### src/hw/rtl/ack_response_receiver_assert.svh
// ============================================================================
// Assertion macros for the acknowledge reply receiver
// Concurrent checks that compile away when SYNTHESIS is defined.
// ============================================================================
`ifndef ACK_RESPONSE_RECEIVER_ASSERT_SVH
`define ACK_RESPONSE_RECEIVER_ASSERT_SVH

`ifndef SYNTHESIS
// Implication checked in the same cycle.
`define ARR_ASSERT_NOW(lbl, clk, rst, ante, cons) \
  lbl: assert property (@(posedge clk) disable iff (rst) (ante) |-> (cons)) \
    else $error("ack_response_receiver check failed");
// Implication checked in the next cycle.
`define ARR_ASSERT_NEXT(lbl, clk, rst, ante, cons) \
  lbl: assert property (@(posedge clk) disable iff (rst) (ante) |=> (cons)) \
    else $error("ack_response_receiver check failed");
`else
`define ARR_ASSERT_NOW(lbl, clk, rst, ante, cons)
`define ARR_ASSERT_NEXT(lbl, clk, rst, ante, cons)
`endif

`endif

### src/hw/rtl/arr_pkg.sv
// ============================================================================
// arr_pkg
// Shared codes, types and the CRC-16/ARC helper of the reply receiver.
// ============================================================================
`default_nettype none

package arr_pkg;

  // Framing characters and reply codes.
  localparam logic [7:0] CH_DLE    = 8'h10;
  localparam logic [7:0] CH_STX    = 8'h02;
  localparam logic [7:0] CH_ETX    = 8'h03;
  localparam logic [7:0] CODE_ACK  = 8'hAA;
  localparam logic [7:0] CODE_NACK = 8'h55;

  // CRC-16/ARC, polynomial 0x8005 in reflected form.
  localparam logic [15:0] CRC_POLY_REFL = 16'hA001;

  // Reset values of the configuration registers.
  localparam logic [15:0] TIMEOUT_RESET = 16'd50;
  localparam logic [7:0]  MAX_ATT_RESET = 8'd3;

  // Item kinds on the input stream; code 3 is ignored.
  typedef enum logic [1:0] {
    FUNC_BYTE  = 2'd0,
    FUNC_TICK  = 2'd1,
    FUNC_START = 2'd2
  } func_t;

  // Result events.
  typedef enum logic [2:0] {
    EV_ACK      = 3'd0,
    EV_NACK     = 3'd1,
    EV_BAD_CRC  = 3'd2,
    EV_BAD_SIZE = 3'd3,
    EV_TIMEOUT  = 3'd4,
    EV_GAVE_UP  = 3'd5
  } event_t;

  // Configuration register indexes.
  typedef enum logic [0:0] {
    CFG_TIMEOUT = 1'b0,
    CFG_MAX_ATT = 1'b1
  } cfg_idx_t;

  // Deframer phases.
  typedef enum logic [1:0] {
    PH_WAIT_DLE  = 2'd0,
    PH_WAIT_STX  = 2'd1,
    PH_IN_FRAME  = 2'd2,
    PH_AFTER_DLE = 2'd3
  } phase_t;

  // Frame status handed from the deframer to the control logic.
  typedef struct packed {
    logic       done;
    logic       size_ok;
    logic       crc_ok;
    logic [7:0] code;
  } frame_t;

  // CRC-16/ARC of a single byte, starting from zero.
  function automatic logic [15:0] crc_arc_byte(input logic [7:0] b);
    logic [15:0] c;
    c = {8'h00, b};
    for (int k = 0; k < 8; k++) begin
      c = c[0] ? ((c >> 1) ^ CRC_POLY_REFL) : (c >> 1);
    end
    return c;
  endfunction

endpackage

`default_nettype wire

### src/hw/rtl/arr_deframer.sv
// ============================================================================
// arr_deframer
// DLE/STX/ETX deframer with DLE-DLE unescaping and a three-byte payload store.
// ============================================================================
`default_nettype none

module arr_deframer (
  input  wire logic          clk,
  input  wire logic          rst,
  input  wire logic          byte_en,
  input  wire logic [7:0]    rx_byte,
  input  wire logic          restart,
  output arr_pkg::frame_t    frame
);
  import arr_pkg::*;

  phase_t     phase;
  phase_t     phase_next;
  logic [2:0] len;
  logic [2:0] len_next;
  logic       take;
  logic [7:0] store [3];

  // Next phase, length and payload capture.
  always_comb begin
    phase_next = phase;
    len_next   = len;
    take       = 1'b0;
    if (restart) begin
      phase_next = PH_WAIT_DLE;
      len_next   = 3'd0;
    end else if (byte_en) begin
      unique case (phase)
        PH_WAIT_DLE: begin
          if (rx_byte == CH_DLE) phase_next = PH_WAIT_STX;
        end
        PH_WAIT_STX: begin
          if (rx_byte == CH_STX) begin
            len_next   = 3'd0;
            phase_next = PH_IN_FRAME;
          end else if (rx_byte != CH_DLE) begin
            phase_next = PH_WAIT_DLE;
          end
        end
        PH_IN_FRAME: begin
          if (rx_byte == CH_DLE) phase_next = PH_AFTER_DLE;
          else                   take = 1'b1;
        end
        PH_AFTER_DLE: begin
          if (rx_byte == CH_ETX) begin
            phase_next = PH_WAIT_DLE;
            len_next   = 3'd0;
          end else if (rx_byte == CH_DLE) begin
            take       = 1'b1;
            phase_next = PH_IN_FRAME;
          end else begin
            phase_next = PH_WAIT_DLE;
          end
        end
      endcase
      // Length saturates at four.
      if (take && len < 3'd4) len_next = 3'(len + 3'd1);
    end
  end

  // Frame status at the closing DLE ETX, from the stored payload.
  always_comb begin
    frame.done    = byte_en && (phase == PH_AFTER_DLE) && (rx_byte == CH_ETX);
    frame.size_ok = (len == 3'd3);
    frame.crc_ok  = (crc_arc_byte(store[0]) == {store[1], store[2]});
    frame.code    = store[0];
  end

  // Control state.
  always_ff @(posedge clk) begin
    if (rst) begin
      phase <= PH_WAIT_DLE;
      len   <= 3'd0;
    end else begin
      phase <= phase_next;
      len   <= len_next;
    end
  end

  // Payload store, only the first three bytes are kept.
  always_ff @(posedge clk) begin
    if (take && len < 3'd3) store[len[1:0]] <= rx_byte;
  end

endmodule

`default_nettype wire

### src/hw/rtl/ack_response_receiver.sv
// ============================================================================
// ack_response_receiver
// Waits for an ACK/NACK reply frame, counts timeout ticks and resend attempts.
// ============================================================================
// Results: an input transfer is held in the input register, and its result in
// the output register until it is taken.
// Throughput: one item per cycle; the input register and the output register
// advance together, so a stalled result only blocks once both are full.
// Reset: synchronous; clears the wait, deframer and counters, and sets the configuration to its defaults.
`default_nettype none

module ack_response_receiver (
  input  wire logic                clk,
  input  wire logic                rst,
  // Input stream
  input  wire logic                s_tvalid,
  output logic                     s_tready,
  input  wire logic [7:0]          s_tdata,   // [7:0] rx_byte
  input  wire logic [1:0]          s_tuser,   // [1:0] func
  // Result stream
  output logic                     m_tvalid,
  input  wire logic                m_tready,
  output logic [7:0]               m_tdata,   // [7:0] attempt_number
  output logic [2:0]               m_tuser,   // [2:0] event_res
  // Configuration writes
  input  wire logic                cfg_valid,
  output logic                     cfg_ready,
  input  wire arr_pkg::cfg_idx_t   cfg_index,
  input  wire logic [15:0]         cfg_data
);
  `include "ack_response_receiver_assert.svh"
  import arr_pkg::*;

  // Configuration registers.
  logic [15:0] timeout_ticks;
  logic [7:0]  max_attempts;

  // Input register.
  logic        in_valid;
  logic [1:0]  in_func;
  logic [7:0]  in_byte;

  // Wait state.
  logic        waiting;
  logic        waiting_next;
  logic [15:0] ticks;
  logic [15:0] ticks_next;
  logic [7:0]  attempts;
  logic [7:0]  attempts_next;

  // Per-item decision.
  logic        advance;
  logic        byte_en;
  logic        restart;
  logic        emit;
  event_t      ev;
  logic [7:0]  ev_att;
  logic [15:0] tick_inc;
  logic        resend;
  event_t      resend_ev;
  frame_t      frame;

  assign cfg_ready = 1'b1;
  assign advance   = in_valid && (!m_tvalid || m_tready);
  assign s_tready  = !in_valid || advance;

  // Configuration writes.
  always_ff @(posedge clk) begin
    if (rst) begin
      timeout_ticks <= TIMEOUT_RESET;
      max_attempts  <= MAX_ATT_RESET;
    end else if (cfg_valid && cfg_ready) begin
      unique case (cfg_index)
        CFG_TIMEOUT: timeout_ticks <= cfg_data;
        CFG_MAX_ATT: max_attempts  <= cfg_data[7:0];
      endcase
    end
  end

  // Input register loads on every input transfer.
  always_ff @(posedge clk) begin
    if (rst) begin
      in_valid <= 1'b0;
    end else if (s_tready) begin
      in_valid <= s_tvalid;
    end
  end

  always_ff @(posedge clk) begin
    if (s_tvalid && s_tready) begin
      in_func <= s_tuser;
      in_byte <= s_tdata;
    end
  end

  arr_deframer u_deframer (
    .clk     (clk),
    .rst     (rst),
    .byte_en (byte_en),
    .rx_byte (in_byte),
    .restart (restart),
    .frame   (frame)
  );

  assign tick_inc = (ticks == 16'hFFFF) ? ticks : 16'(ticks + 16'd1);

  // Item handling: start, byte and tick.
  always_comb begin
    waiting_next  = waiting;
    ticks_next    = ticks;
    attempts_next = attempts;
    byte_en       = 1'b0;
    restart       = 1'b0;
    emit          = 1'b0;
    ev            = EV_ACK;
    ev_att        = attempts;
    resend        = 1'b0;
    resend_ev     = EV_NACK;
    if (advance) begin
      unique case (in_func)
        FUNC_START: begin
          restart    = 1'b1;
          ticks_next = 16'd0;
          if (max_attempts == 8'd0) begin
            waiting_next  = 1'b0;
            attempts_next = 8'd0;
            emit          = 1'b1;
            ev            = EV_GAVE_UP;
            ev_att        = 8'd0;
          end else begin
            attempts_next = 8'd1;
            waiting_next  = 1'b1;
          end
        end
        FUNC_BYTE: begin
          if (waiting) begin
            byte_en = 1'b1;
            if (frame.done) begin
              priority if (!frame.size_ok) begin
                emit = 1'b1;
                ev   = EV_BAD_SIZE;
              end else if (!frame.crc_ok) begin
                emit = 1'b1;
                ev   = EV_BAD_CRC;
              end else if (frame.code == CODE_ACK) begin
                emit         = 1'b1;
                ev           = EV_ACK;
                waiting_next = 1'b0;
              end else if (frame.code == CODE_NACK) begin
                resend    = 1'b1;
                resend_ev = EV_NACK;
              end else begin
                // A valid frame with another code lets the wait go on.
              end
            end
          end
        end
        FUNC_TICK: begin
          if (waiting) begin
            ticks_next = tick_inc;
            if (tick_inc >= timeout_ticks) begin
              resend    = 1'b1;
              resend_ev = EV_TIMEOUT;
            end
          end
        end
        default: begin
        end
      endcase

      // Resend while attempts remain, otherwise give up.
      if (resend) begin
        restart = 1'b1;
        emit    = 1'b1;
        if (attempts < max_attempts) begin
          attempts_next = 8'(attempts + 8'd1);
          ticks_next    = 16'd0;
          ev            = resend_ev;
        end else begin
          waiting_next = 1'b0;
          ev           = EV_GAVE_UP;
        end
      end
    end
  end

  // Wait state registers.
  always_ff @(posedge clk) begin
    if (rst) begin
      waiting  <= 1'b0;
      ticks    <= 16'd0;
      attempts <= 8'd0;
    end else begin
      waiting  <= waiting_next;
      ticks    <= ticks_next;
      attempts <= attempts_next;
    end
  end

  // Result register.
  always_ff @(posedge clk) begin
    if (rst) begin
      m_tvalid <= 1'b0;
    end else if (advance) begin
      m_tvalid <= emit;
    end else if (m_tready) begin
      m_tvalid <= 1'b0;
    end
  end

  always_ff @(posedge clk) begin
    if (advance && emit) begin
      m_tuser <= ev;
      m_tdata <= ev_att;
    end
  end

  // A success or a give-up ends the wait.
  `ARR_ASSERT_NEXT(a_wait_ends, clk, rst, emit && (ev == EV_ACK || ev == EV_GAVE_UP), !waiting)
  // A resend clears the tick count.
  `ARR_ASSERT_NEXT(a_resend_clears_ticks, clk, rst, resend && ev != EV_GAVE_UP, ticks == 16'd0)
  // A held input item is not lost while the result side stalls.
  `ARR_ASSERT_NEXT(a_input_held, clk, rst, in_valid && !advance, in_valid)
  // Nothing is processed while a result waits and is not taken.
  `ARR_ASSERT_NOW(a_no_overrun, clk, rst, m_tvalid && !m_tready, !advance)

endmodule

`default_nettype wire

### config.mk
export PLATFORM = sky130hd
export DESIGN_NAME = ack_response_receiver
export DESIGN_NICKNAME = d
export VERILOG_FILES = /design/src/hw/rtl/arr_pkg.sv /design/src/hw/rtl/arr_deframer.sv /design/src/hw/rtl/ack_response_receiver.sv
export VERILOG_INCLUDE_DIRS = /design/src /design/src/hw/rtl
export SDC_FILE = /design/constraint.sdc
export NUM_CORES = 1
export LEC_CHECK = 0
export BUFFER_PORTS_ARGS = -buffer_cell sky130_fd_sc_hd__buf_2
export CAP_MARGIN = 20
export CORE_MARGIN = 2
export CORE_UTILIZATION = 30
export CTS_CLUSTER_DIAMETER = 30
export DETAILED_ROUTE_END_ITERATION = 10
export SYNTH_ARGS = -nofsm -noshare
export SYNTH_HDL_FRONTEND = slang
export SYNTH_HIERARCHICAL = 1
export SYNTH_SLANG_ARGS = --single-unit
### constraint.sdc
create_clock -name clk -period 8.7 [get_ports clk]
set_clock_uncertainty 0.2 [all_clocks]
set_input_delay 1.305 -clock clk [delete_from_list [all_inputs] [get_ports clk]]
set_output_delay 1.305 -clock clk [all_outputs]
set_load 0.005 [all_outputs]
==> flow_results.xml <==
<?xml version="1.0" encoding="UTF-8"?>
<metrics>
  <group name="worst_setup_path">
    <metric name="worst-endpoint-arrival" unit="ps">4720</metric>
    <metric name="worstSetupStartpointType" unit="">register</metric>
    <metric name="crit-reg2reg-capture" unit="">u_deframer/store[2][3]</metric>
    <metric name="timing_worst_setup_path_type" unit="">reg2reg</metric>
    <metric name="timing.reg2reg.worst_path_depth" unit="">16</metric>
    <metric name="r2r_setup_slack" unit="ps">3840</metric>
    <metric name="r2r_start" unit="">ticks[0]</metric>
    <metric name="worstPathRequired" unit="ps">8570</metric>
    <metric name="endpoint_kind" unit="">register</metric>
    <metric name="crit_fanout" unit="">8</metric>
  </group>
  <group name="power">
    <metric name="pwr_density_cell" unit="mW/mm^2">164</metric>
    <metric name="register_share_of_total_power" unit="%">51.0</metric>
    <metric name="power.ir.vdd_worst" unit="V">0.0000993</metric>
    <metric name="net-switching-power" unit="uW">229</metric>
    <metric name="p_sw_share" unit="%">22.7</metric>
    <metric name="power.combinational.fraction" unit="%">5.6</metric>
    <metric name="clkPwrFrac" unit="%">43.4</metric>
    <metric name="static-leakage-power" unit="uW">0.00236</metric>
    <metric name="sum_of_internal_switching_and_leakage_power" unit="uW">1010</metric>
    <metric name="internal" unit="uW">782</metric>
  </group>
  <group name="min_path">
    <metric name="min_from" unit="">timeout_ticks[13]</metric>
    <metric name="hold-path-endpoint" unit="">timeout_ticks[13]</metric>
    <metric name="hold-path-cell-count" unit="">2</metric>
    <metric name="worst_hold_path_type" unit="">reg2reg</metric>
  </group>
  <group name="placement">
    <metric name="dp.final_hpwl" unit="mm">8.73</metric>
    <metric name="globalplace.congestion" unit="">0.831</metric>
    <metric name="placed_cells_incl_taps" unit="">832</metric>
    <metric name="port-buffer-count" unit="">44</metric>
    <metric name="dp_worst_setup_slack" unit="ps">3930</metric>
    <metric name="place_area" unit="sq mm">0.00583</metric>
  </group>
  <group name="global_route">
    <metric name="via_count_of_the_first_global_routing_pass" unit="">3892</metric>
    <metric name="grt_max_degree" unit="">38</metric>
    <metric name="grtUsageTotal" unit="%">12.9</metric>
    <metric name="antenna_found_initial" unit="">0</metric>
    <metric name="grt_overflow_total" unit="">0</metric>
    <metric name="grt_first_pass_wirelength" unit="mm">19.2</metric>
  </group>
  <group name="die">
    <metric name="die_y" unit="um">138</metric>
    <metric name="die_width" unit="um">138</metric>
    <metric name="floorplan.die_area" unit="sq mm">0.0190</metric>
    <metric name="rows" unit="">48</metric>
    <metric name="core_region_area" unit="sq mm">0.0174</metric>
    <metric name="starting_density_of_the_core" unit="%">30.9</metric>
    <metric name="ioPinCount" unit="">46</metric>
  </group>
  <group name="logic_synthesis">
    <metric name="most_common_cell_in_the_netlist" unit="">sky130_fd_sc_hd__nand2_1</metric>
    <metric name="most_instantiated_flip_flop_cell_in_the_synthesis_netlist" unit="">sky130_fd_sc_hd__dfxtp_1</metric>
    <metric name="synth-edff-count" unit="">45</metric>
    <metric name="yosysSeqAreaShare" unit="%">46.0</metric>
    <metric name="ys_warn_count" unit="">6</metric>
    <metric name="synth.area.mux_share" unit="%">0.395</metric>
    <metric name="simple_gate_portion_of_the_synthesized_area" unit="%">22.1</metric>
    <metric name="postSynthCellCount" unit="">576</metric>
    <metric name="ys_top_cells_by_count" unit="">sky130_fd_sc_hd__nand2_1 (95), sky130_fd_sc_hd__dfxtp_1 (56), sky130_fd_sc_hd__a21oi_1 (46)</metric>
    <metric name="postSynthAreaPerCell" unit="sq um">9.34</metric>
    <metric name="combinational_family_with_the_most_area_after_synthesis" unit="">simple AND/OR/NAND/NOR gates</metric>
    <metric name="post_synth_fa_ha_maj_area_fraction" unit="%">7.68</metric>
    <metric name="synth.lib_cells_used.distinct" unit="">61</metric>
    <metric name="yosys.area_share.xor_xnor" unit="%">3.95</metric>
    <metric name="synth_area_leader_cell" unit="">sky130_fd_sc_hd__edfxtp_1</metric>
    <metric name="synth_seq_cells" unit="">101</metric>
    <metric name="synth.top_cells.by_area" unit="">sky130_fd_sc_hd__edfxtp_1 (25%), sky130_fd_sc_hd__dfxtp_1 (21%), sky130_fd_sc_hd__ha_1 (7.7%), sky130_fd_sc_hd__nand2_1 (6.6%), sky130_fd_sc_hd__a21oi_1 (4.3%)</metric>
    <metric name="synth-async-reset-ratio" unit="%">0</metric>
    <metric name="yosysTopAreaCellShare" unit="%">25.1</metric>
    <metric name="syn-cell-area" unit="sq mm">0.00538</metric>
    <metric name="syn_nets" unit="">641</metric>
    <metric name="compound_gate_fraction_of_synth_area" unit="%">15.8</metric>
  </group>
  <group name="clock_network">
    <metric name="h-tree-depth" unit="">3</metric>
    <metric name="cts.repair.resized" unit="">0</metric>
    <metric name="clk-insertion-delay-late" unit="ps">350</metric>
    <metric name="cts_buffer_depth" unit="">2</metric>
    <metric name="post_cts_buffers" unit="">0</metric>
    <metric name="post_cts_hold_buffer_count" unit="">0</metric>
    <metric name="clk_transition_reported_paths" unit="ps">70</metric>
    <metric name="cts_num_sinks" unit="">101</metric>
    <metric name="ctsRootBufferMaster" unit="">sky130_fd_sc_hd__clkbuf_16</metric>
    <metric name="cts_tree" unit="">built</metric>
    <metric name="tritoncts.num_buffers" unit="">9</metric>
  </group>
  <group name="timing">
    <metric name="fin_setup_tns" unit="ps">0</metric>
    <metric name="hold_viol" unit="">0</metric>
    <metric name="maxSlewViolCount" unit="">0</metric>
    <metric name="slew_of_the_pin_with_the_lowest_slew_margin" unit="ps">747</metric>
    <metric name="highest_attainable_clock_frequency" unit="MHz">206</metric>
    <metric name="timing.final.ws_setup" unit="ps">3840</metric>
    <metric name="rsz0062_at_grt" unit="">false</metric>
    <metric name="setup-violations-final" unit="">0</metric>
    <metric name="maxSlewHeadroom" unit="%">50.2</metric>
    <metric name="layout_min_cycle_time" unit="ps">4860</metric>
    <metric name="timing.final.crit_share" unit="%">55.8</metric>
  </group>
  <group name="drt">
    <metric name="drt_drc_violations_left" unit="">0</metric>
    <metric name="detail_route.iter0.violations" unit="">149</metric>
    <metric name="detailedRoute.firstPassIterationCount" unit="">4</metric>
    <metric name="routedWlPerCell" unit="um">13.5</metric>
    <metric name="num_vias" unit="">4102</metric>
    <metric name="drt.antenna.violating_nets" unit="">0</metric>
    <metric name="routed_wl" unit="mm">11.5</metric>
    <metric name="via_per_inst" unit="">4.84</metric>
  </group>
  <group name="finish">
    <metric name="post-route-cell-area" unit="sq mm">0.00616</metric>
    <metric name="area_growth" unit="%">14.5</metric>
    <metric name="fin_cells" unit="">848</metric>
    <metric name="drive_gt1_share" unit="%">12.0</metric>
    <metric name="fin_nets" unit="">683</metric>
    <metric name="num_antenna_cells" unit="">0</metric>
  </group>
  <group name="outcome">
    <metric name="run_status" unit="">complete, no violations</metric>
  </group>
  <group name="job">
    <metric name="maxCapViolCount" unit="">0</metric>
  </group>
</metrics>
-- flip-flops by register name, indices dropped and copies added (netlist names) --
| signal | flops |
|---|---|
| u_deframer/store | 24 |
| ticks | 16 |
| timeout_ticks | 16 |
| attempts | 8 |
| in_byte | 8 |
| m_tdata | 8 |
| max_attempts | 8 |
| m_tuser | 3 |
| u_deframer/len | 3 |
| in_func | 2 |
| u_deframer/phase | 2 |
| in_valid | 1 |
| m_tvalid | 1 |
| waiting | 1 |
-- power by group through the flow --
stage | clock, uW | sequential (uW) | combinational [uW]
6_report | 439 | 516 | 56.4
4_1_cts | 449 | 516 | 57.1
5_1_grt | 466 | 517 | 64.6
3_5_place_dp | 0 | 527 | 56.7
3_3_place_gp | 0 | 526 | 56.9
2_1_floorplan | 0 | 522 | 37.8
-- layout by cell type, fill, tap and decap left out, types with 4 or more instances in the layout --
| cell | count |
|---|---|
| sky130_fd_sc_hd__clkbuf_16 | 9 |
| sky130_fd_sc_hd__xnor2_1 | 9 |
| sky130_fd_sc_hd__o2bb2ai_1 | 6 |
| sky130_fd_sc_hd__nand3_1 | 21 |
| sky130_fd_sc_hd__a21o_1 | 10 |
| sky130_fd_sc_hd__nand2b_1 | 4 |
| sky130_fd_sc_hd__buf_2 | 44 |
| sky130_fd_sc_hd__nand4_1 | 7 |
| sky130_fd_sc_hd__and3_1 | 6 |
| sky130_fd_sc_hd__o211ai_1 | 5 |
| sky130_fd_sc_hd__nand2_1 | 95 |
| sky130_fd_sc_hd__ha_1 | 33 |
| sky130_fd_sc_hd__a31oi_1 | 9 |
| sky130_fd_sc_hd__xor2_1 | 10 |
| sky130_fd_sc_hd__dfxtp_1 | 56 |
| sky130_fd_sc_hd__nor2b_1 | 11 |
| sky130_fd_sc_hd__a21oi_1 | 46 |
| sky130_fd_sc_hd__a211oi_1 | 5 |
| sky130_fd_sc_hd__nor3_1 | 20 |
| sky130_fd_sc_hd__or3_1 | 5 |
| sky130_fd_sc_hd__and2_1 | 8 |
| sky130_fd_sc_hd__edfxtp_1 | 45 |
| sky130_fd_sc_hd__nor2_1 | 25 |
| sky130_fd_sc_hd__o21ai_0 | 22 |
| sky130_fd_sc_hd__or4_1 | 5 |
| sky130_fd_sc_hd__nor4_1 | 6 |
| sky130_fd_sc_hd__inv_1 | 41 |
-- cell families after synthesis --
| group | count (synthesis) |
|---|---|
| flip-flops | 101 |
| AND/OR/NAND/NOR | 233 |
| multiplexers | 2 |
| adder cells (fa/ha/maj) | 33 |
| XOR/XNOR | 21 |
| other | 1 |
| buffers and inverters | 56 |
| AO/OA/AOI/OAI | 129 |
-- stage by stage --
| stage | util, % | hold WS [ps] |
|---|---|---|
| 2_1_floorplan | - | 236 |
| 3_3_place_gp | 33.5 | 246 |
| 3_5_place_dp | 33.5 | 248 |
| 4_1_cts | 35.4 | 258 |
| 5_1_grt | 35.4 | 273 |
| 6_report | 35.4 | 256 |
-- critical path, cell delays in order, from the launching register on --
cell                        delay (ps)
sky130_fd_sc_hd__dfxtp_1           380
sky130_fd_sc_hd__ha_1              270
sky130_fd_sc_hd__and4_1            240
sky130_fd_sc_hd__nand4b_1          160
sky130_fd_sc_hd__nor2_1            130
sky130_fd_sc_hd__nor3_1            360
sky130_fd_sc_hd__nand3_1           160
sky130_fd_sc_hd__xnor2_1           170
sky130_fd_sc_hd__ha_1              300
sky130_fd_sc_hd__nand4_1           130
sky130_fd_sc_hd__or4_1             480
sky130_fd_sc_hd__o32a_1            390
sky130_fd_sc_hd__nand3_1           120
sky130_fd_sc_hd__o2111ai_1         120
sky130_fd_sc_hd__a21oi_1           490
sky130_fd_sc_hd__a21oi_1           130
sky130_fd_sc_hd__and3_1            340
-- final cells by class --
class | instances | area, sq um
Tap cell | 225 | 282
Timing Repair Buffer | 45 | 228
Fill cell | 1799 | 11300
Sequential cell | 101 | 2470
Multi-Input combinational cell | 419 | 2690
Clock inverter | 7 | 105
Inverter | 42 | 158
Clock buffer | 9 | 225
-- worst max-delay path by stage --
stage	depth (start not counted)	slack [ps]	end	from
floorplan	16	4460	u_deframer/store[0][0]	ticks[0]
global placement	12	3980	m_tdata[5]	m_tready
detailed placement	16	3930	u_deframer/store[2][3]	ticks[0]
CTS	16	3890	u_deframer/store[2][3]	ticks[0]
global route	16	3490	u_deframer/store[2][1]	ticks[0]
finish	16	3840	u_deframer/store[2][3]	ticks[0]
-- per-layer routing --
layer  track usage (%)  vias up  wire length, um
met5                 0        -                0
li1                  -     2168                -
met4              4.02        0              156
met3              2.52       12              281
met1              16.7     1887             5550
met2              21.7       35             5500
No activity file was read; power rests on OpenSTA's default activity.
